### src/dsn_store.sv
// Two-bank count store: front writes one bank while the back end reads the other.
`timescale 1ns / 1ps
module dsn_store #(
  parameter int MAX_LEN = 64
) (
  input  logic        clk,
  input  logic        wr_en,
  input  logic        wr_bank,
  input  logic [5:0]  wr_addr,
  input  logic [31:0] wr_data,
  input  logic        rd_bank,
  input  logic [5:0]  rd_addr,
  output logic [31:0] rd_data
);
  localparam int Depth = 2 * MAX_LEN;
  localparam int Aw = $clog2(Depth);
  logic [31:0] mem [Depth];
  logic [31:0] rd_r;
  logic [Aw-1:0] wa, ra;

  // bank one sits MAX_LEN entries above bank zero
  assign wa = wr_bank ? Aw'(wr_addr) + Aw'(MAX_LEN) : Aw'(wr_addr);
  assign ra = rd_bank ? Aw'(rd_addr) + Aw'(MAX_LEN) : Aw'(rd_addr);

  always_ff @(posedge clk) begin
    if (wr_en) mem[wa] <= wr_data;
    rd_r <= mem[ra];
  end
  assign rd_data = rd_r;
endmodule

### config.mk
export PLATFORM = sky130hd
export DESIGN_NAME = dsn_store
export DESIGN_NICKNAME = d
export VERILOG_FILES = /design/src/dsn_store.sv
export SDC_FILE = /design/constraint.sdc
export NUM_CORES = 2
export LEC_CHECK = 0
export ABC_CLOCK_PERIOD_IN_PS = 11900
export BUFFER_PORTS_ARGS = -buffer_cell sky130_fd_sc_hd__clkbuf_2
export CAP_MARGIN = 20
export CORE_MARGIN = 2
export CORE_UTILIZATION = 45
export DETAILED_ROUTE_END_ITERATION = 12
export HOLD_SLACK_MARGIN = 0.12
export PLACE_DENSITY = 0.65
export SLEW_MARGIN = 25
export SYNTH_ARGS = -nofsm -noshare
export SYNTH_HDL_FRONTEND = slang
export SYNTH_SLANG_ARGS = --single-unit
export TNS_END_PERCENT = 30
### constraint.sdc
create_clock -name clk -period 11.9 [get_ports clk]
set_input_delay 2.38 -clock clk [delete_from_list [all_inputs] [get_ports clk]]
set_output_delay 2.38 -clock clk [all_outputs]
set_load 0.01 [all_outputs]
==> flow_summary.yaml <==
logic_synthesis:
  postSynthRegisterBits: 4128
  yosys_warnings: 0
  yosysMostFrequentCell: "edfxtp_1"
  synth_cells: 5990
  synth_top_cell_area_share_pct: 78.7
  synth-edff-count: 4096
  netlist_area_mm2: 0.156
  netlist.top_cell.by_area: "edfxtp_1"
  postSynthNetCount: 6038
  synthTopCellsByCount: "4096 x edfxtp_1, 1344 x mux4_2, 183 x clkbuf_1"
  synth-async-reset-ratio_pct: 0
  ys_top_cells_by_area: "edfxtp_1 79%, mux4_2 19%, clkbuf_1 0.44%"
  synth_flop_cell: "edfxtp_1"
  synthesis.area_per_instance_um2: 26.1
  ys_types: 17
  synth-seq-area-share_pct: 79.1
clock_tree:
  postCtsHoldBufs: 0
  clkLatencyLatePin_ns: 1.00
  worst_setup_hold_path_clk_slew_ns: 0.06
  tritoncts: "yes"
  cts_setup_buffers: 0
  deepest_clock_path_buffer_count: 4
  htree_num_levels: 5
  cts_sinks: 4128
  cts_buffers: 404
  postCtsResizedCells: 0
  cts.root.buffer_cell: "clkbuf_16"
final_layout:
  post-route-util_pct: 51.1
  area_growth_from_synthesis_to_final_layout_pct: 13.1
  post_route_cells_drive_above_1_share_pct: 35.1
  num-nets-final: 6415
  fillerInstances: 26000
sta:
  finalWorstSetupSlack_ns: 6.18
  report.final.slew_viol_count: 0
  tightest_slew_ns: 1.09
  timing.setup.tns_ns: 0
  min_period_ns: 5.72
  timing.final.crit_share_pct: 48.1
  setup_violations: 0
  finalHoldViolations: 0
  max_freq_mhz: 175
  maxSlewHeadroom_pct: 27.3
  finClkSkew_ns: 0.104
  rsz_0062_raised_after_global_routing: "false"
floorplanning:
  std_cell_rows: 216
  die_area_mm2: 0.352
  dieWidth_um: 593
  design.portCount: 80
  core-area_mm2: 0.346
  floorplan.initialDensity_pct: 45.2
  die_height_um: 593
power_and_ir_drop:
  power_density_mw_per_mm2: 169
  power.ir.vdd_worst_v: 0.000129
  leakage_uw: 0.0537
  power.total_uw: 29900
placed_design:
  globalplace.congestion: 0.808
  post-place-ws_ns: 5.10
  dp_hpwl_mm: 218
  port-buffer-count: 79
global_route:
  track_usage_pct: 23.5
  grt_antenna_before_repair: 47
  grt_first_pass_wirelength_mm: 570
  largest_net_degree_at_the_start_of_global_routing: 139
  first_global_vias: 70900
  grt_overflow_total: 0
worst_setup_path:
  critPathLaunchType: "primary input"
  register_to_register_setup_slack_ns: 9.25
  cp.arrival_ns: 6.56
  cp_data_required_time_ns: 12.74
  crit_type: "in2reg"
  crit_fanout: 99
  cp-end-kind: "register"
routing:
  ant_nets: 0
  vias_per_cell: 6.27
  initialDrtViolationCount: 10600
  route.detailed.wl_per_inst_um: 36.5
  route.detailed.drc: 0
  detail_route.wirelength_mm: 413
  detailroute.via_count: 70800
  firstDrtPassIters: 5
min_path:
  hold_path_class: "reg2reg"
status:
  outcome: "completed"
job:
  drv.max_cap_violation_count: 0
## cells by family (layout without fill, tap and decap cells)
logic type    count (synthesis)  after routing  synth area share (%)
flops                      4128           4128                  79.1
mux                        1376           1376                  19.6
buf+inv                     315           1018                 0.835
simple gates                171            171                 0.448
other cells                   0             27                     0
## state kept, by name, summed over array words and instances (netlist names)
| register | flops |
|---|---|
| mem | 4096 |
| rd_data | 32 |
## routing by layer
layer / vias to the layer above / wire (µm) / track usage, %
li1: 27200 / - / -
met2: 3904 / 203000 / 38.1
met5: - / 125 / 0
met3: 621 / 39300 / 3.90
met1: 39100 / 154000 / 32.2
met4: 18 / 16800 / 8.91
## power breakdown
part           switching [µW]  leakage [µW]  internal, µW
Sequential               75.9        0.0371         16100
Clock                    5420       0.00618          6860
Combinational             934        0.0104           576
Total                    6430        0.0537         23500
## metrics by stage
stage               hold WS [ns]  instance area, µm²  cells
CTS                         1.09              177000  11300
floorplan                   1.07              156000   5990
detailed placement          1.12              164000  10500
global placement            1.12              164000  10500
finish                      1.09              177000  11300
global route                1.11              177000  11300
## placed cells by master, fill, tap and decap left out, drive strengths merged
cell type	instances
buf	245
bufinv	21
clkbuf	560
clkinv	174
clkinvlp	7
dfxtp	32
diode	27
edfxtp	4096
inv	11
mux2	32
mux4	1344
nand2	15
nand2b	2
nand3	12
nand4	4
nor2	125
nor2b	7
nor3	4
nor4	2
## layout make-up
type	count	area [µm²]	area share, %
diodes	27	67.6	0.0382
repair buffers	286	2390	1.35
well taps	4578	5730	3.24
clock buffers	519	10800	6.09
flip-flops and latches	4128	124000	69.9
clock inverters	213	1870	1.06
multi-input cells	1547	32300	18.3
## worst max-delay path, cell delays in order
cell and delay (ns):
buf_12 0.52, buf_4 0.65, buf_12 0.61, mux4_2 0.62, mux4_2 0.58, mux4_2 0.63
mux2_2 0.31
## final timing paths
check | start | to | cells after the start
max | rd_addr[0] | rd_data[3]$_DFF_P_ | 7
max reg2reg | mem[50][27]$_DFFE_PP_ | rd_data[27]$_DFF_P_ | 4
min reg2reg | mem[71][10]$_DFFE_PP_ | rd_data[10]$_DFF_P_ | 4
min | mem[71][10]$_DFFE_PP_ | rd_data[10]$_DFF_P_ | 4
Note: power is estimated with default switching activity, not from simulation.
