### config.mk
export PLATFORM = sky130hd
export DESIGN_NAME = dsn_back
export DESIGN_NICKNAME = d
export VERILOG_FILES = /design/src/dsn_pkg.sv /design/src/dsn_back.sv
export SDC_FILE = /design/constraint.sdc
export NUM_CORES = 2
export LEC_CHECK = 0
export BUFFER_PORTS_ARGS = -buffer_cell sky130_fd_sc_hd__buf_2
export CORE_MARGIN = 2
export CORE_UTILIZATION = 40
export DETAILED_ROUTE_END_ITERATION = 6
export GPL_TIMING_DRIVEN = 0
export PLACE_DENSITY = 0.65
export SLEW_MARGIN = 10
export SYNTH_ARGS = -nofsm -noshare
export SYNTH_HDL_FRONTEND = slang
export SYNTH_SLANG_ARGS = --single-unit
### constraint.sdc
create_clock -name clk -period 9.3 [get_ports clk]
set_clock_uncertainty 0.2 [all_clocks]
set_input_delay 0 -clock clk [delete_from_list [all_inputs] [get_ports clk]]
set_output_delay 0 -clock clk [all_outputs]
set_load 0.1 [all_outputs]
### src/dsn_pkg.sv
// Shared types and constants for the discount smoothing normaliser.
`timescale 1ns / 1ps
package dsn_pkg;
  localparam int MaxLenDefault = 64;
  localparam logic [31:0] OneQ31 = 32'h8000_0000;

  typedef struct packed {
    logic [31:0] count;
    logic        last;
  } in_item_t;

  typedef struct packed {
    logic [31:0] prob;
    logic [5:0]  index;
    logic        final_res;
    logic        below_discount;
    logic        empty_total;
  } out_item_t;

  // Vector summary handed from the front end to the back end.
  typedef struct packed {
    logic [6:0]  len;
    logic [39:0] total;
    logic [39:0] disc;
    logic        warn;
  } vec_job_t;
endpackage

### src/dsn_back.sv
// Back end: divides each stored count by the vector denominator and emits results.
`timescale 1ns / 1ps
module dsn_back (
  input  logic               clk,
  input  logic               rst_n,
  input  logic               job_valid,
  output logic               job_ready,
  input  dsn_pkg::vec_job_t  job,
  output logic [5:0]         rd_addr,
  input  logic [31:0]        rd_data,
  output logic               out_valid,
  input  logic               out_stall,
  output dsn_pkg::out_item_t out_data
);
  import dsn_pkg::*;

  localparam logic [2:0] S_IDLE = 3'd0, S_DEN = 3'd1, S_READ = 3'd2, S_NUM = 3'd3,
                         S_DIV = 3'd4, S_OUT = 3'd5;

  logic [2:0]  state_r;
  vec_job_t    job_r;
  logic [46:0] den_r;
  logic [46:0] rem_r;
  logic [31:0] q_r;
  logic [4:0]  bit_r;
  logic [5:0]  k_r;
  logic        empty_r;
  out_item_t   out_r;
  logic        out_valid_r;
  logic [47:0] rem_sh;
  logic [47:0] num_w;
  logic        out_fire;

  assign job_ready = state_r == S_IDLE;
  assign rd_addr   = k_r;
  assign rem_sh    = {rem_r, 1'b0};
  // count*len fits 38 bits, plus disc gives at most 39 bits
  assign num_w = 48'(rd_data) * 48'(job_r.len) + 48'(job_r.disc);
  assign out_fire = (state_r == S_OUT) && (!out_valid_r || !out_stall);

  always_ff @(posedge clk) begin
    if (!rst_n) begin
      state_r <= S_IDLE; out_valid_r <= 1'b0;
    end else begin
      if (out_fire) out_valid_r <= 1'b1;
      else if (!out_stall) out_valid_r <= 1'b0;
      case (state_r)
        S_IDLE: if (job_valid) begin
          job_r   <= job;
          empty_r <= job.total == 40'd0;
          k_r     <= '0;
          state_r <= S_DEN;
        end
        S_DEN: begin
          den_r   <= 47'(job_r.total * 47'(job_r.len));
          state_r <= S_READ;
        end
        S_READ: state_r <= S_NUM;
        S_NUM: begin
          bit_r <= '0;
          if (empty_r) begin
            q_r <= '0; state_r <= S_OUT;
          end else if (num_w >= 48'(den_r)) begin
            q_r <= OneQ31; state_r <= S_OUT;
          end else begin
            q_r <= '0; rem_r <= num_w[46:0]; state_r <= S_DIV;
          end
        end
        S_DIV: begin
          if (rem_sh >= 48'(den_r)) begin
            rem_r <= 47'(rem_sh - 48'(den_r)); q_r <= {q_r[30:0], 1'b1};
          end else begin
            rem_r <= rem_sh[46:0]; q_r <= {q_r[30:0], 1'b0};
          end
          bit_r <= bit_r + 5'd1;
          if (bit_r == 5'd30) state_r <= S_OUT;
        end
        S_OUT: if (out_fire) begin
          out_r.prob <= q_r;
          out_r.index <= k_r;
          out_r.final_res <= 7'(k_r) + 7'd1 == job_r.len;
          out_r.below_discount <= job_r.warn;
          out_r.empty_total <= empty_r;
          if (7'(k_r) + 7'd1 == job_r.len) state_r <= S_IDLE;
          else begin
            k_r <= k_r + 6'd1; state_r <= S_READ;
          end
        end
        default: state_r <= S_IDLE;
      endcase
    end
  end

  assign out_valid = out_valid_r;
  assign out_data  = out_r;

  a_sat: assert property (@(posedge clk) disable iff (!rst_n)
    out_valid_r |-> out_r.prob <= OneQ31) else $error("prob above one");
  a_empty: assert property (@(posedge clk) disable iff (!rst_n)
    out_valid_r && out_r.empty_total |-> out_r.prob == 32'd0) else $error("empty nonzero");
  a_out_hold: assert property (@(posedge clk) disable iff (!rst_n)
    out_valid_r && out_stall |=> out_valid_r && $stable(out_r)) else $error("beat dropped");
endmodule

==> run metrics <==
Syn Nets=3793; prevailing post-synth register cell=edfxtp_1; Vias=23400; Hold Path Class=input pin to register; Avg Cell Area, Syn=9.68 µm²; vias per cell=5.23; # fillers=6845; Port-buffer cells=172; num rows=99; crit path capture type=register; Layout Area Growth over Synthesis=17.9%; crit path max fanout=36; largest area contributor in the netlist=edfxtp_1; DR pass1 iterations=6; DRC viols=0; share of the synthesized area in the top cell type=27.0%; crit path DAT=8.94 ns; WL final=83.4 mm; Mapped Cells=3074; Setup Viol. Count Final=0; final hold violation count=0; initial drt markers=1647; clock-pin slew on the worst setup and hold paths=0.06 ns; CTS root buffer=clkbuf_16; fin crit share=95.0%; Max Fclk=113 MHz; initial antenna violation count=1; Post-DP HPWL=64.9 mm; Max clock buf depth=3; crit path launch type=register; Clock Latency Late Sink=0.62 ns; Netlist cell types=73; CP max stage delay=0.83 ns; DR top layer=met4; Post-DRT Antenna Nets=0; pin count of the biggest net entering global routing=64; vias in the first global route=24100; CTS tree=yes; die outline area=76600 µm²; GRT Total Usage=21.8%; number of synthesized register bits=271; H-tree depth=1; CTS buffer count=31; met1 wire length=35.7 mm; Die W=277 µm; Core ar.=73300 µm²; Seq/Total Area, Yosys=27.2%; Post-Route Utilization=47.8%; Tmin final=8.83 ns; Initial Util=40.6%; WL/cell=18.7 µm; Worst Max-Slew Pin Slew=1.13 ns; max-cap viol count=0; number of flops mapped to enable cells by yosys=267; total negative setup slack=0 ns; worst reg-to-reg setup slack=0.47 ns; crit-path most repeated cell=fa_1; critical path's slowest cell=clkbuf_1; Slew headroom=24.4%; Slew Limit Fails=0; number of nets in the layout=4200; Synth Cell Area=29700 µm²; Hold WS=0.0797 ns; grt ovf=0; WP data required=9.41 ns; layout cells sized above 1=8.42%; CP Class=register to register; async set-or-reset flop fraction in the synthesized netlist=0%; Synth warnings=0; clk sinks=271; first-pass GRT wire length=132 mm; status=complete, no violations; GP Congestion=0.911; met2 routed WL=39.3 mm; RSZ-0062 raised after global routing=false; met3 routed WL=4.98 mm; top cells by area, synth=edfxtp_1 27%, fa_1 25%, ha_1 9.2%; I/O Pins=173; chip height=277 µm
==> cell usage in the layout (no fill, tap or decap), types with 26 or more instances in the layout <==
master,synthesis,final
and2_1,210,210
a21o_1,83,83
xnor2_1,71,71
buf_2,3,175
nand2_1,459,459
fa_1,376,376
nand4_1,32,32
clkbuf_1,93,88
a21oi_1,176,175
ha_1,219,219
nor2b_1,28,28
o21ai_0,113,113
inv_1,423,423
xor2_1,50,50
clkbuf_16,0,31
buf_4,6,26
nor2_1,112,112
o21bai_1,27,27
dlygate4sd3_1,0,181
edfxtp_1,267,267
nand3_1,45,45
==> path summary, 6_finish.rpt <==
kind,from,endpoint,depth (start not counted)
max,job_r[83],rem_r[6],29
min,rst_n,state_r[2],3
max reg2reg,job_r[83],rem_r[6],29
min reg2reg,job_r[0],out_data[1],0
==> timing repair <==
action	in CTS	in global routing
hold buffers	181	0
buffers inserted	0	19
endpoints found under the hold margin	240	0
gates resized for setup	3	17
endpoints found under the setup margin	36	47
==> cell type report <==
cell class | count | area (µm²) | area share (%)
inverter | 424 | 1590 | 4.54
clock buffer | 40 | 830 | 2.37
tap | 959 | 1200 | 3.42
clock inverter | 17 | 269 | 0.767
buffer | 112 | 474 | 1.35
antenna | 2 | 5.00 | 0.0143
sequential | 271 | 8100 | 23.1
timing repair buffer | 380 | 2980 | 8.49
multi-input combinational | 2261 | 19600 | 56.0
==> kinds of logic (layout without fill, tap and decap cells) <==
| logic type | Yosys count | after routing | share of synthesized area, % |
|---|---|---|---|
| other cells | 0 | 2 | 0 |
| fa+ha+maj | 595 | 595 | 34.5 |
| xor+xnor | 121 | 121 | 3.56 |
| simple gates | 997 | 997 | 16.1 |
| compound gates | 536 | 536 | 11.3 |
| buf+inv | 542 | 973 | 6.95 |
| flops | 271 | 271 | 27.2 |
| mux | 12 | 12 | 0.421 |
==> metal layers <==
layer / vias up / track usage, %
met5: - / 0
met4: 0 / 8.03
met3: 148 / 2.83
met2: 762 / 37.1
met1: 11500 / 28.4
li1: 11000 / -
==> synthesized netlist by cell type, drive strengths merged (5+ instances only) <==
cell     count
nor4        16
edfxtp     267
o21bai      27
nor3        23
a221oi       6
clkbuf      93
a21oi      176
and3        21
o21ai      118
nand2      460
a211oi      19
o21a        16
o221ai       5
a31oi       22
a41oi        5
ha         219
xnor2       71
mux2i        8
a21boi       5
o31ai        7
o31a         5
o211ai       7
nor2b       29
o2111ai      5
a21o        83
or3          8
nor2       112
inv        424
buf         25
nand3       45
or4          5
nand4       32
nand2b      20
fa         376
xor2        50
and2       210
==> registers in the layout, summed over array words and instances (netlist names) <==
register,flops
den_r,47
out_valid,1
rem_r,47
state_r,3
bit_r,5
out_data,41
job_r,88
rd_addr,6
q_r,32
empty_r,1
==> stage by stage <==
step | setup WS, ns | instance area [µm²] | std cells
finish | 0.466 | 35100 | 4466
global route | 0.0972 | 35100 | 4465
global placement | -1.27 | 31800 | 4205
detailed placement | -0.176 | 32000 | 4213
floorplan | 1.14 | 29700 | 3074
CTS | 0.0154 | 34900 | 4448
==> critical path: cells and delay by family, from the launching register on <==
kind	cells	cell delay, ns
buffers and inverters	5	1.54
AO/OA/AOI/OAI	11	2.92
flip-flops	1	0.32
adder cells (fa/ha/maj)	6	2.64
XOR/XNOR	1	0.21
AND/OR/NAND/NOR	6	0.63
Power is left out: the tool's default activity adds up to more than one toggle a clock period on the data nets, which glitch-free logic cannot reach.
