**src/dsn_pkg.sv**
```systemverilog
// Shared types and constants for the discount smoothing normaliser.
`timescale 1ns / 1ps
package dsn_pkg;
  localparam int MaxLenDefault = 64;
  localparam logic [31:0] OneQ31 = 32'h8000_0000;

  typedef struct packed {
    logic [31:0] count;
    logic        last;
  } in_item_t;

  typedef struct packed {
    logic [31:0] prob;
    logic [5:0]  index;
    logic        final_res;
    logic        below_discount;
    logic        empty_total;
  } out_item_t;

  // Vector summary handed from the front end to the back end.
  typedef struct packed {
    logic [6:0]  len;
    logic [39:0] total;
    logic [39:0] disc;
    logic        warn;
  } vec_job_t;
endpackage

```
**src/dsn_front.sv**
```systemverilog
// Front end: takes counts, discounts and stores them, builds the sums.
`timescale 1ns / 1ps
module dsn_front #(
  parameter int MAX_LEN = 64
) (
  input  logic               clk,
  input  logic               rst_n,
  input  logic [31:0]        discount,
  input  logic               in_valid,
  output logic               in_stall,
  input  dsn_pkg::in_item_t  in_data,
  output logic               job_valid,
  input  logic               job_ready,
  output dsn_pkg::vec_job_t  job,
  output logic               bank_sel,
  // store write port
  output logic               wr_en,
  output logic               wr_bank,
  output logic [5:0]         wr_addr,
  output logic [31:0]        wr_data
);
  import dsn_pkg::*;

  logic [39:0] total_r, disc_r;
  logic [6:0]  fill_r;
  logic        warn_r, bank_r;
  logic        job_valid_r;
  vec_job_t    job_r;
  logic        acc, ends, pos;
  logic [6:0]  fill_nxt;

  // Front stalls while a finished vector still waits for the back end.
  assign in_stall = job_valid_r;
  assign acc      = in_valid && !in_stall;
  assign pos      = in_data.count != 32'd0;
  assign fill_nxt = fill_r + 7'd1;
  assign ends     = in_data.last || (fill_nxt >= 7'(MAX_LEN));

  assign wr_en   = acc;
  assign wr_bank = bank_r;
  assign wr_addr = fill_r[5:0];
  always_comb begin
    if (pos && in_data.count >= discount) wr_data = in_data.count - discount;
    else wr_data = in_data.count;
  end

  always_ff @(posedge clk) begin
    if (!rst_n) begin
      total_r <= '0; disc_r <= '0; fill_r <= '0; warn_r <= 1'b0;
      bank_r <= 1'b0; job_valid_r <= 1'b0;
    end else begin
      if (job_valid_r && job_ready) begin
        job_valid_r <= 1'b0;
        bank_r      <= !bank_r;
      end
      if (acc) begin
        if (ends) begin
          job_valid_r <= 1'b1;
          job_r.len   <= fill_nxt;
          job_r.total <= total_r + (pos ? 40'(in_data.count) : 40'd0);
          job_r.disc  <= disc_r + ((pos && in_data.count >= discount) ? 40'(discount) : 40'd0);
          job_r.warn  <= warn_r || (pos && in_data.count < discount);
          total_r <= '0; disc_r <= '0; fill_r <= '0; warn_r <= 1'b0;
        end else begin
          fill_r <= fill_nxt;
          if (pos) total_r <= total_r + 40'(in_data.count);
          if (pos && in_data.count >= discount) disc_r <= disc_r + 40'(discount);
          if (pos && in_data.count < discount) warn_r <= 1'b1;
        end
      end
    end
  end

  assign job_valid = job_valid_r;
  assign job       = job_r;
  assign bank_sel  = bank_r;

  always_ff @(posedge clk) begin
    if (rst_n) begin
      assert (!(job_valid_r && in_stall == 1'b0)) else $error("front open with job pending");
    end
  end
  a_fill: assert property (@(posedge clk) disable iff (!rst_n)
    fill_r < 7'(MAX_LEN)) else $error("fill overrun");
  a_clear: assert property (@(posedge clk) disable iff (!rst_n)
    acc && ends |=> fill_r == 7'd0) else $error("fill not cleared");
  a_hold: assert property (@(posedge clk) disable iff (!rst_n)
    job_valid_r && !job_ready |=> $stable(job_r)) else $error("job changed");
endmodule

```
**config.mk**
```make
export PLATFORM = sky130hd
export DESIGN_NAME = dsn_front
export DESIGN_NICKNAME = d
export VERILOG_FILES = /design/src/dsn_pkg.sv /design/src/dsn_front.sv
export SDC_FILE = /design/constraint.sdc
export NUM_CORES = 1
export LEC_CHECK = 0
export BUFFER_PORTS_ARGS = -buffer_cell sky130_fd_sc_hd__buf_4
export CORE_ASPECT_RATIO = 0.75
export CORE_MARGIN = 10
export CORE_UTILIZATION = 53
export DETAILED_ROUTE_END_ITERATION = 6
export PLACE_DENSITY = 0.83
export SETUP_SLACK_MARGIN = 0.3
export SKIP_CTS_REPAIR_TIMING = 1
export SYNTH_ARGS = -nofsm -noshare
export SYNTH_HDL_FRONTEND = slang
export SYNTH_SLANG_ARGS = --single-unit
```
**constraint.sdc**
```tcl
create_clock -name clk -period 6.5 [get_ports clk]
set_input_delay 1.3 -clock clk [delete_from_list [all_inputs] [get_ports clk]]
set_output_delay 1.3 -clock clk [all_outputs]
set_load 0.02 [all_outputs]
```
==> summary.txt, run 1 <==
Status
  – Status: finished clean

Clocking
  – CTS Sinks: about 180
  – CTS buffer count: 17
  – CTS tree: done
  – Reg clk slew, reported paths: about 0.07 ns
  – Longest Clk Path Bufs: 2
  – Worst-skew pair later-pin latency: approximately 0.45 ns
  – CTS Root Cell: clkbuf_16
  – H-tree levels: 4

Timing
  – Final min period: 5.905 ns
  – Fmax: around 170 MHz
  – Worst hold slack: 0.4793 ns
  – Slew @ Worst Pin: around 0.8 ns
  – Final setup margin: 0.5953 ns
  – Slew HR: a little under half
  – Final setup vio count: 0
  – Hold Vio Cnt, Final: 0
  – RSZ-0062 raised after global routing: no
  – Final Max Tran Viols: 0
  – Final period util: around nine tenths
  – Worst Skew: around 0.014 ns

Setup path
  – Critical Path Source Type: primary input
  – Crit Path Max Fanout: 15
  – Buffers & Inverters on Critical Path: 7
  – Most frequent CP cell: buf_4
  – Crit end category: register
  – Worst path slowest cell: fa_1
  – CP arrival: between 6 and 7 ns
  – CP top delay family: compound AO/OA/AOI/OAI gates
  – CP required: about 6.7 ns
  – Setup CP Type: in -> reg
  – Slowest cell delay on critical path: between 0.4 and 0.5 ns

Synthesis
  – Largest family of logic cells by synthesized area: compound AO/OA/AOI/OAI gates
  – Seq/Total Area, Yosys: between 20% and 30%
  – Post-synthesis cell area: 15570 µm²
  – Post-synth cell types: just over 80
  – Fraction of registers with async set/reset: 0%
  – Most area-hungry cell type in the Yosys netlist: edfxtp_1
  – Syn Nets: about 2k
  – Post-synth EDFFs: ~90
  – Mux contribution to synthesized area: under 10%
  – XOR/XNOR Fraction of Synth Area: under 10%
  – Top_reg_cell synth: dfxtp_1
  – Simple-gate share of the synthesized area: 18.04%
  – Synth Area per Inst: between 8 and 9 µm²
  – Yosys top cell area share: ~17%
  – Yosys reg bits: between 150 and 200
  – Yosys Warn Count: 0
  – Post-Synth Adder-Cell Area: between 10% and 20%
  – Main area contributors after synthesis: edfxtp_1 17%, ha_1 13%, dfxtp_1 12%
  – Complex-gate fraction of the synthesized area: a little under a quarter
  – Mapped Cells: between 1.5k and 2k

Drt
  – Mean routed wirelength per cell: 18.68 µm
  – Via-to-Cell Ratio: 6.036
  – Post-DRT Antenna Nets: 0
  – Total Routed Length: about 45000 µm
  – TritonRoute pass-1 iters: 6
  – Initial drt markers: about 1.3k
  – Vias post-DR: about 14k
  – DRC violations left: 0

Cells and area
  – Ant. Diodes: 0
  – Final core utilization: between 60 and 70%
  – Fraction of layout cells with a size suffix above 1: 17.16%
  – P&R area growth vs syn: 16.31%
  – Finished Cell Area: between 15000 and 20000 µm²
  – Nets: between 2k and 2.5k

Floorplanning
  – Rows: 54
  – Die footprint: between 30000 and 40000 µm²
  – Die height: about 170 µm
  – Ports: 200
  – Die W: 217.9 µm
  – Initial Util: between 50% and 60%
  – Core ar.: about 29000 µm²

Placement
  – Placed inst area: between 15000 and 20000 µm²
  – GPL Wtd Cong: 0.9716
  – IO buf count: between 150 and 200
  – Dpl ws: -0.09438 ns
  – Detail Placement HPWL: approximately 34000 µm

GRT
  – Largest net degree at the start of global routing: 74
  – Number of global-route vias before repair: 13.78k
  – Initial antenna violation count: 0
  – First-pass GRT wire length: about 70000 µm
  – Global route total overflow: 0
  – Gr usage total: 23.08%

Power and ir drop
  – Leakage power total: between 8 and 9 nW
  – PD cells: 192.8 nW/µm²
  – Worst vdd ir: between 150 and 200 µV
  – Power Total: 3.492 mW

Run
  – Max-cap viol count: 0

Min path
  – Hold Path Class: reg -> reg
cell usage in the layout (no fill, tap or decap), types with 65 or more instances in the layout:
| cell | count |
|---|---|
| o21ai_0 | 93 |
| xnor2_1 | 105 |
| dfxtp_1 | 90 |
| ha_1 | 161 |
| nand3_1 | 65 |
| edfxtp_1 | 88 |
| nor2_1 | 95 |
| a21oi_1 | 148 |
| nand2_1 | 136 |
| a21o_1 | 88 |
| inv_1 | 78 |
| buf_4 | 236 |
logic make-up (layout without fill, tap and decap cells):
family | count (synthesis) | count (layout)
mux | 33 | 33
buf+inv | 179 | 350
xor+xnor | 163 | 163
flops | 178 | 178
compound gates | 554 | 554
fa+ha+maj | 166 | 166
simple gates | 549 | 549
power breakdown:
group	switching [mW]	total [mW]	internal, mW
clock	0.499	1.06	0.562
combinational	0.675	1.16	0.485
sequential	0.0314	1.27	1.24
cell type report:
class | instances | area [µm²]
clock buffers | 22 | 505.5
clock inverters | 10 | 81.33
fillers | 2504 | 10940
inverters | 79 | 296.5
multi-input cells | 1465 | 10470
flip-flops and latches | 178 | 4444
well taps | 392 | 490.5
repair buffers | 239 | 1823
sequential cells by signal (all words and copies together), names as in the netlist:
signal / count
disc_r: 40
job: 88
in_stall: 1
fill_r: 7
total_r: 40
bank_sel: 1
warn_r: 1
routing by layer:
| metal | track usage, % | wire (µm) |
|---|---|---|
| met1 | 31.03 | 20600 |
| met5 | 0 | 0 |
| met3 | 4.257 | 2946 |
| met2 | 37.45 | 20250 |
| met4 | 5.753 | 740 |
Yosys cell counts, types with 14 or more instances:
cell	instances
edfxtp_1	88
xor2_1	58
nor3_1	28
xnor2_1	105
mux2_2	28
and3_1	24
nand4_1	26
and2_1	49
a21oi_1	151
o21a_1	16
inv_1	78
a31oi_1	17
nand2_1	136
o21ai_0	97
o21bai_1	22
a21o_1	88
nand3_1	65
nor2b_1	44
ha_1	161
nand2b_1	20
clkbuf_1	76
a21boi_0	28
buf_4	14
or3_1	17
dfxtp_1	90
nor2_1	96
a22oi_1	19
per-stage QoR:
step,cells,setup TNS [ns]
floorplan,1822,0
finish,2385,0
global placement,2353,0
CTS,2385,0
global route,2385,0
detailed placement,2353,-0.4302
tightest hold or removal path: stages (launching register included):
cell      delay [ns]
dfxtp_1         0.33
nand2_1         0.06
a21boi_1        0.05
worst paths after layout:
| path | start | to | slack, ns | depth (start not counted) |
|---|---|---|---|---|
| worst max-delay path | in_data[1] | job[35] | 0.60 | 28 |
| worst min register to register | disc_r[9] | disc_r[9] | 0.48 | 2 |
| worst min-delay path | disc_r[9] | disc_r[9] | 0.48 | 2 |
| worst max register to register | total_r[0] | job[75] | 2.78 | 13 |
No activity file was read; power rests on OpenSTA's default activity.
==> run 2, diff against run 1 <==
CORE_ASPECT_RATIO = 0.7   (was 0.75)
==> run 2 against run 1 <==
Compared with the run above:
- worst setup slack got worse by 0.032 ns
- flip-flop and latch count did not move
- routed wire length rose by 1.2%
==> summary.txt, run 2 (same netlist as run 1, synthesis figures left out) <==
Setup path
  – Crit end category: output pin
  – Most frequent CP cell: buf_4
  – Buffers & Inverters on Critical Path: 6 (-1)
  – Setup CP Type: in -> out
  – Worst path slowest cell: mux2_1
  – CP top delay family: buffers and inverters
  – Slowest cell delay on critical path: 0.40 ns (about the same)
  – Cell Chain, Critical Path: buf_4 > ha_1 > fa_1 > nor2b_1 > o21ai_0 > a21boi_1 > o31ai_2 > a31oi_1 > o21ai_0 > buf_4 > o31ai_4 > buf_12 > buf_4 > buf_4 > mux2_1 > buf_4
  – CP required: 5.20 ns (-1.49 ns)
  – Crit Path Max Fanout: 20 (+5)
  – Critical Path Source Type: primary input
  – CP arrival: 4.64 ns (-1.46 ns)

Cells and area
  – P&R area growth vs syn: 16.02%
  – FILL cells: 2466 (-1.5%)
  – Most frequent cells in the layout: 240 x buf_4, 161 x ha_1, 149 x a21oi_1
  – Ant. Diodes: 0 (unchanged)
  – Nets: 2217 (+0.090%)
  – Max reg flops: 88 (unchanged)
  – Most common cell after layout, fill and taps aside: buf_4
  – Fin cells: 2373 (-0.50%)
  – Fraction of layout cells with a size suffix above 1: 16.89% (-0.27 points)

Floorplanning
  – Die height: 163.4 µm (-3.0%)
  – Rows: 52 (-3.7%)
  – Initial Util: 53.79% (+0.19 points)
  – Core ar.: 28950 µm² (-0.34%)
  – Ports: 200 (unchanged)
  – Die W: 224.9 µm (+3.2%)
  – Die footprint: 36750 µm² (+0.10%)

Timing
  – Slew HR: 47.89% (+0.65 points)
  – Fmax: 168.4 MHz (-0.54%)
  – Hold Vio Cnt, Final: 0 (unchanged)
  – Slew @ Worst Pin: 0.7817 ns (-0.009725 ns)
  – RSZ-0062 raised after global routing: yes
  – Final min period: 5.937 ns (+0.03216 ns)
  – Setup TNS: 0 ns (unchanged)
  – Worst Skew: 0.01229 ns (-0.002181 ns)
  – Final Max Tran Viols: 0 (unchanged)
  – Final period util: 91.34% (+0.49 points)
  – Final setup vio count: 0 (unchanged)

Power and ir drop
  – Logic pwr share: 33.4% (+0.2 points)
  – Internal Power: 2.291 mW (+0.16%)
  – Leakage power total: 8.188 nW (-0.17%)
  – Clk network pwr share: 30.0% (-0.4 points)
  – Worst vdd ir: 192.0 µV (-3.4%)
  – Switch Pwr: 1.186 mW (-1.5%)
  – Part of the power in registers: 36.6% (+0.2 points)
  – PD cells: 192.5 nW/µm² (-0.18%)
  – Sw frac: 34.11% (-0.39 points)

Drt
  – Post-DRT Antenna Nets: 0 (unchanged)
  – Initial drt markers: 1337 (+6.2%)
  – Via-to-Cell Ratio: 6.058 (+0.37%)
  – DRC violations left: 0 (unchanged)
  – TritonRoute pass-1 iters: 5 (-1)
  – Vias post-DR: 14.38k (-0.14%)
  – Total Routed Length: 45080 µm (+1.2%)
  – Mean routed wirelength per cell: 19.00 µm (+1.7%)

Clocking
  – CTS Sinks: 178 (unchanged)
  – CTS Root Cell: clkbuf_16
  – CTS buffer count: 17 (unchanged)
  – CTS tree: done
  – H-tree levels: 4 (unchanged)
  – Worst-skew pair later-pin latency: 0.47 ns (+0.02 ns)
  – Longest Clk Path Bufs: 2 (unchanged)
  – Reg clk slew, reported paths: 0.07 ns (about the same)

Placement
  – IO buf count: 199 (unchanged)
  – GPL Wtd Cong: 0.9436 (-2.9%)
  – Placed Instances: 2341 (-0.51%)
  – Detail Placement HPWL: 34600 µm (+1.7%)

GRT
  – Initial antenna violation count: 0 (unchanged)
  – Largest net degree at the start of global routing: 74 (unchanged)
  – Gr usage total: 23.77% (+0.69 points)
  – Global route total overflow: 0 (unchanged)
  – Number of global-route vias before repair: 13.89k (+0.84%)
  – First-pass GRT wire length: 70880 µm (+1.2%)

Run
  – Max-cap viol count: 0 (unchanged)

Min path
  – Hold Path Class: reg -> reg

Status
  – Status: finished clean
## run 2: area by class of cell
class / instances / area (µm²) / share of cell area, %
Timing Repair Buffer: 241 / 1822 / 10.08
Sequential cell: 178 / 4444 / 24.60
Clock buffer: 19 / 432.9 / 2.396
Inverter: 79 / 296.5 / 1.641
Tap cell: 378 / 473.0 / 2.618
Clock inverter: 13 / 136.4 / 0.7548
Multi-Input combinational cell: 1465 / 10460 / 57.91
## run 2: final timing paths
kind | from | endpoint | slack [ns] | depth (start not counted)
worst min-delay path | disc_r[9] | disc_r[9] | 0.48 | 2
worst max-delay path | discount[0] | wr_data[30] | 0.56 | 16
worst max register to register | total_r[0] | job[75] | 2.74 | 13
worst min register to register | disc_r[9] | disc_r[9] | 0.48 | 2
## run 2: power by group through the flow
stage                     Combinational, mW  Sequential [mW]  Clock [mW]
after global placement                 1.11             1.29           0
after CTS                              1.15             1.27        1.06
after global routing                   1.27             1.28        1.11
final                                  1.16             1.27        1.04
after floorplan                       0.773             1.31           0
after detailed placement               1.14             1.30           0
## run 2: layer usage
layer,up-vias,part of all wire (%),global-route usage (%)
met5,-,0,0
met4,0,1.4,6.133
met3,57,7.2,5.286
met2,521,45,37.66
met1,6816,46,32.15
li1,6981,-,-
## run 2: through the flow
stage | hold slack [ns] | worst slack [ns] | cell area (µm²) | utilization (%) | power [mW]
2_1_floorplan | 0.4518 | 0.5513 | 15570 | - | 2.088
3_3_place_gp | 0.4671 | 0.09455 | 17460 | 60.30 | 2.409
3_5_place_dp | 0.4732 | 0.01997 | 17460 | 60.30 | 2.435
4_1_cts | 0.4831 | 0.4165 | 18030 | 62.27 | 3.482
5_1_grt | 0.5101 | 0.2697 | 18070 | 62.41 | 3.652
6_report | 0.4796 | 0.5631 | 18070 | 62.41 | 3.477
## run 2: tightest hold or removal path, stage by stage, from the launching register on
cell	delay (ns)
dfxtp_1	0.33
nand2_1	0.06
a21boi_1	0.05
